## config.mk

```make
export PLATFORM = sky130hd
export DESIGN_NAME = fcf_mac
export DESIGN_NICKNAME = d
export VERILOG_FILES = /design/src/design/fcf_pkg.sv /design/src/design/fcf_mac.sv
export SDC_FILE = /design/constraint.sdc
export NUM_CORES = 1
export LEC_CHECK = 0
export BUFFER_PORTS_ARGS = -buffer_cell sky130_fd_sc_hd__buf_4
export CAP_MARGIN = 40
export CORE_ASPECT_RATIO = 1.1
export CORE_MARGIN = 2
export CORE_UTILIZATION = 40
export DETAILED_ROUTE_END_ITERATION = 12
export GPL_ROUTABILITY_DRIVEN = 0
export PLACE_DENSITY_LB_ADDON = 0.05
export SYNTH_ARGS = -nofsm -noshare
export SYNTH_HDL_FRONTEND = slang
export SYNTH_SLANG_ARGS = --single-unit
```

## constraint.sdc

```tcl
create_clock -name i_clk -period 7.3 [get_ports i_clk]
set_clock_uncertainty 0.2 [all_clocks]
set_input_delay 1.095 -clock i_clk [delete_from_list [all_inputs] [get_ports i_clk]]
set_output_delay 1.095 -clock i_clk [all_outputs]
set_load 0.02 [all_outputs]
```

## src/design/fcf_pkg.sv

```systemverilog
// ----------------------------------------------------------------------------
// fcf_pkg - shared types and constants for the FIR convolution filter
// Request layouts, opcodes, fixed-point widths and the control bundle that
// travels from the sequencer to the multiply-accumulate datapath.
// ----------------------------------------------------------------------------
package fcf_pkg;

    // Fixed-point format: Q1.15 samples and coefficients
    localparam int SAMPLE_W  = 16;
    localparam int FRAC_BITS = SAMPLE_W - 1;
    localparam int PROD_W    = 2 * SAMPLE_W;

    // Tap index and tap count register widths
    localparam int TAP_IDX_W = 10;
    localparam int TAP_CNT_W = 11;
    localparam logic [TAP_CNT_W-1:0] TAP_CNT_RESET = 11'd1024;

    // Accumulator holds up to 2^TAP_CNT_W full-scale products without wrap
    localparam int ACC_W = PROD_W + TAP_CNT_W;

    // Opcodes
    typedef logic [1:0] t_op;
    localparam t_op OP_TAP_WR    = 2'd0;
    localparam t_op OP_PUSH      = 2'd1;
    localparam t_op OP_PUSH_ZERO = 2'd2;

    typedef logic signed [SAMPLE_W-1:0] t_samp;

    // Input request
    typedef struct packed {
        t_op                  op;
        logic [TAP_IDX_W-1:0] tap_index;
        t_samp                tap_value;
        t_samp                sample;
    } t_in_req;

    // Output request
    typedef struct packed {
        t_samp out_sample;
        logic  clipped;
    } t_out_req;

    // Per-term control from the sequencer to the MAC
    typedef struct packed {
        logic valid;
        logic first;
        logic last;
    } t_mac_ctl;

endpackage

```

## src/design/fcf_mac.sv

```systemverilog
// ----------------------------------------------------------------------------
// fcf_mac - multiply-accumulate datapath with rounding and saturation
// One product per cycle: a registered multiplier, then a wide accumulator.
// The final sum is rounded half up to Q1.15 and saturated.
// ----------------------------------------------------------------------------
module fcf_mac (
    input  logic              i_clk,
    input  logic              i_rst_n,
    input  fcf_pkg::t_mac_ctl i_ctl,
    input  fcf_pkg::t_samp    i_coef,
    input  fcf_pkg::t_samp    i_samp,
    output logic              o_done,
    output fcf_pkg::t_out_req o_res
);
    import fcf_pkg::*;

    localparam logic signed [ACC_W-1:0] RND_HALF = ACC_W'(2 ** (FRAC_BITS - 1));
    localparam logic signed [ACC_W-1:0] Q_MAX    = ACC_W'(2 ** FRAC_BITS - 1);
    localparam logic signed [ACC_W-1:0] Q_MIN    = -Q_MAX - ACC_W'(1);

    logic signed [PROD_W-1:0] r_prod;
    t_mac_ctl                 r_p_ctl;
    logic signed [ACC_W-1:0]  r_acc;
    logic                     r_done;

    logic signed [PROD_W-1:0] n_prod;
    logic signed [ACC_W-1:0]  prod_ext;
    logic signed [ACC_W-1:0]  rnd_sum;
    logic signed [ACC_W-1:0]  rnd_q;

    // Multiply stage
    assign n_prod   = i_coef * i_samp;
    assign prod_ext = ACC_W'(r_prod);

    always_ff @(posedge i_clk) begin
        r_prod <= n_prod;
        if (r_p_ctl.valid) begin
            r_acc <= r_p_ctl.first ? prod_ext : r_acc + prod_ext;
        end
    end

    // Control pipeline
    always_ff @(posedge i_clk) begin
        if (!i_rst_n) begin
            r_p_ctl <= '0;
            r_done  <= 1'b0;
        end else begin
            r_p_ctl <= i_ctl;
            r_done  <= r_p_ctl.valid & r_p_ctl.last;
        end
    end

    // Round half up, floor shift, saturate
    assign rnd_sum = r_acc + RND_HALF;
    assign rnd_q   = rnd_sum >>> FRAC_BITS;

    always_comb begin
        if (rnd_q > Q_MAX) begin
            o_res.out_sample = Q_MAX[SAMPLE_W-1:0];
            o_res.clipped    = 1'b1;
        end else if (rnd_q < Q_MIN) begin
            o_res.out_sample = Q_MIN[SAMPLE_W-1:0];
            o_res.clipped    = 1'b1;
        end else begin
            o_res.out_sample = rnd_q[SAMPLE_W-1:0];
            o_res.clipped    = 1'b0;
        end
    end

    assign o_done = r_done;

endmodule

```

After elaboration in Yosys (flattened, before gate mapping) --
Index checks and enable logic that the tools add are counted.
Word-level totals: bits of input ports 37, logic and storage cells 15, bits in registers 79, output and inout bits 18
Cells by class: $add $sub $neg 2, bitwise logic cells 1, multipliers 1, muxes and demuxes 3, magnitude comparators 2
Operator list (number):
- $add A43 B16 Y43 const B | 1
- $add A43 B32 Y43 | 1
- $mux W43 | 1
- $mux W17 | 2
- $mul A16 B16 Y32 | 1
- $gt A28 B16 Y1 const B | 1
- $lt A28 B16 Y1 const B | 1
- $and A1 B1 Y1 | 1

Depth between registers and ports, before layout --
depth in word-level cells 4, depth in mapped cells 24, depth with buffers taken out 22

Worst setup path after synthesis --
No wires, ideal clock.
path type input port to flip-flop, from input i_coef[15], to register r_prod[31], library setup time 0.127 ns, slack 0.372 ns, cell stages on the path 19, arrival 6.601 ns, required time 6.973 ns, path buffers 1, cell sequence clkbuf_1 -> nand2_1 -> fa_1 -> inv_1 -> fa_1 -> fa_1 -> fa_1 -> fa_1 -> inv_1 -> fa_1 -> inv_1 -> ha_1 -> nand4_1 -> or2_2 -> nor4_1 -> nor2_1 -> o21ai_0 -> o41ai_1 -> xnor2_1
On the way: word-level cells in the longest chain between the ends 1
Ends and longest elaborated chain:
- from (decl) | line fcf_mac.sv:10 | input fcf_pkg::t_samp i_coef,
- $mul A16 B16 Y32 | line fcf_mac.sv:32 | assign n_prod = i_coef * i_samp;
- named net n_prod[31] | line fcf_mac.sv:26 | logic signed [PROD_W-1:0] n_prod;
- to (signal assigned) | line fcf_mac.sv:36 | r_prod <= n_prod;
- to (decl) | line fcf_mac.sv:21 | logic signed [PROD_W-1:0] r_prod;
The timed path passes the listed nets, and every way through them passes these cells. A chain may end at the register's enable or synchronous reset.

Worst setup path in the final report --
Same ends and word-level chain as after synthesis.

==> qor.csv <==
metric,value,unit
Final Max Slew Viols,0,
Die Span Y,210,um
Hold Crit Depth,1,
RSZ-0062 raised after global routing,no,
hold path start,r_p_ctl[0],
Hold Crit Endpoint,o_done,
Met3 Routed Length,1140,um
drt first-iter violations,648,
mapped cell area,15400,sq um
Clock Tree Buf Depth,2,
Ports,55,
Clock Sink Count,79,
Max-slew headroom,51.6,%
fraction of layout cells with a size suffix above 1,7.03,%
Max Cap Viol,0,
min setup slack post-route,0.542,ns
Reg2Reg Launch Point,r_acc[19],
remaining antenna violation count,0,
CP arrival,6.79,ns
worst-margin pin slew,0.726,ns
CP required,7.34,ns
setup TNS,0,ns
largest net degree at the start of global routing,75,
Startpoint Class,input pin,
yosys warns,0,
CP Max Fanout,16,
first-pass GRT wire length,60800,um
Die ar.,40200,sq um
final hold slack,0.258,ns
Final setup viols,0,
Overflow after GRT,0,
Post-synth EDFFs,43,
Worst-Skew Late Latency,0.37,ns
# nets final,2183,
Fill cells,3849,
ys async rst share,0,%
Via density,4.92,
post_cts resized,0,
sequential area share after synthesis,13.0,%
Synth Instances,1729,
Setup CP Type,in2reg,
critical path endpoint category,flip-flop,
Yosys cell types,73,
Pre-Repair DR Iteration Count,5,
outcome,"complete, no violations",
CTS root buf,clkbuf_16,
post-CTS setup buffers,0,
Routed WL per cell,16.1,um
area grow syn2layout,8.15,%
cell row count,75,
initial antenna violation count,0,
reg2reg path depth,10,
uppermost routed layer,met4,
maximum clock frequency,148,MHz
hold-fix buffer count after cts,0,
H-tree depth,3,
Synth Register Bits,79,
core area,38100,sq um
die span in x,191,um
wire length on met1,18600,um
Inserted Clock Buffers,9,
reg2reg setup slack,3.85,ns
number of antenna diodes,0,
Placement Setup Slack,0.148,ns
Starting Density,40.5,%
vias in the first global route,11600,
Routed WL,36300,um
Avg Inst Size Synth,8.93,sq um
metal2 WL,16100,um
RR Endpoint,r_acc[42],
clk slew on worst S/H paths,0.06,ns
Synth Net Count,2154,
port bufs,54,
DP HPWL,30400,um
Post-route DRC,0,
via count,11100,
Post-synth top flop,edfxtp_1,
period utilization,92.6,%
Final Critical Period,6.76,ns
hold crit path type,reg2reg,
Final Hold Viols,0,
Total GRT Usage,19.2,%
CTS tree,yes,
## critical path: stages
cell and delay [ns]:
buf_4 0.17, and2_1 0.19, fa_1 0.59, inv_1 0.15, fa_1 0.56, inv_1 0.05, fa_1 0.53, fa_1 0.45
fa_1 0.55, inv_1 0.05, fa_1 0.52, inv_1 0.04, ha_1 0.40, nand4_1 0.15, or2_2 0.29, nor4_1 0.39
nor2_1 0.09, o21ai_0 0.27, o41ai_1 0.12, xnor2_1 0.13
## metrics by stage
step                std cells  instance area (sq um)  util [%]
floorplan                1729                  15400         -
global placement         2247                  16400      43.0
detailed placement       2247                  16400      43.0
CTS                      2263                  16700      43.8
global route             2263                  16700      43.8
finish                   2263                  16700      43.8
## sequential cells by signal, summed over array words and instances (netlist names)
name	flops
r_acc	43
r_prod	32
r_p_ctl	3
o_done	1
## worst max path at each step
| stage | startpoint | end | slack (ns) | cells after the start |
|---|---|---|---|---|
| floorplan | i_coef[15] | r_prod[31] | 0.37 | 19 |
| global placement | i_coef[15] | r_prod[31] | 0.20 | 20 |
| detailed placement | i_coef[15] | r_prod[31] | 0.15 | 20 |
| CTS | i_coef[15] | r_prod[31] | 0.54 | 20 |
| global route | i_coef[15] | r_prod[31] | 0.30 | 19 |
| finish | i_coef[15] | r_prod[31] | 0.54 | 20 |
## synthesized netlist by cell type, types with 7 or more instances
cell	count	area, sq um
nor2_1	55	206
o211ai_1	8	60.1
nor3_1	8	40.0
fa_1	263	5270
inv_1	350	1310
xor2_1	31	272
ha_1	125	1560
a21oi_1	78	390
xnor2_1	60	526
o21ai_0	73	365
clkbuf_1	46	173
o21ai_2	9	78.8
and3_1	11	68.8
a21o_1	22	165
and2_1	134	838
nand2_1	198	743
nand2b_1	14	87.6
dfxtp_1	36	721
nand3_1	23	115
o21a_1	7	52.6
o21bai_1	11	82.6
nand4_1	14	87.6
edfxtp_1	43	1290
## cells in the final DEF, fill, tap and decap left out, drive strengths merged, types with 24 or more instances in the layout
cell and n:
inv 353, fa 263, nand2 198, and2 134
ha 125, o21ai 87, a21oi 78, buf 71
xnor2 61, nor2 55, edfxtp 43, dfxtp 36
xor2 31, nand3 24
## kinds of logic (layout without fill, tap and decap cells)
group	count (synthesis)	count (layout)	share of synthesized area [%]
compound gates	265	265	10.8
xor+xnor	92	92	5.27
fa+ha+maj	388	388	44.2
buf+inv	403	437	9.93
flops	79	79	13.0
mux	7	7	0.502
simple gates	495	495	16.2
## cell type report
| class | instances | area, sq um | area share (%) |
|---|---|---|---|
| clock buffers | 9 | 225 | 1.35 |
| clock inverters | 7 | 80.1 | 0.479 |
| inverters | 350 | 1310 | 7.86 |
| multi-input cells | 1247 | 11900 | 71.2 |
| flip-flops and latches | 79 | 2010 | 12.1 |
| well taps | 500 | 626 | 3.75 |
| repair buffers | 71 | 546 | 3.27 |
## layer usage
metal	GRT usage, %	vias up
met5	0	-
met4	4.08	0
met3	2.03	26
met2	30.3	169
met1	28.3	5412
li1	-	5526
Power is not shown: default switching activity piles up to over one toggle a cycle in this logic, so the estimate is an artifact.
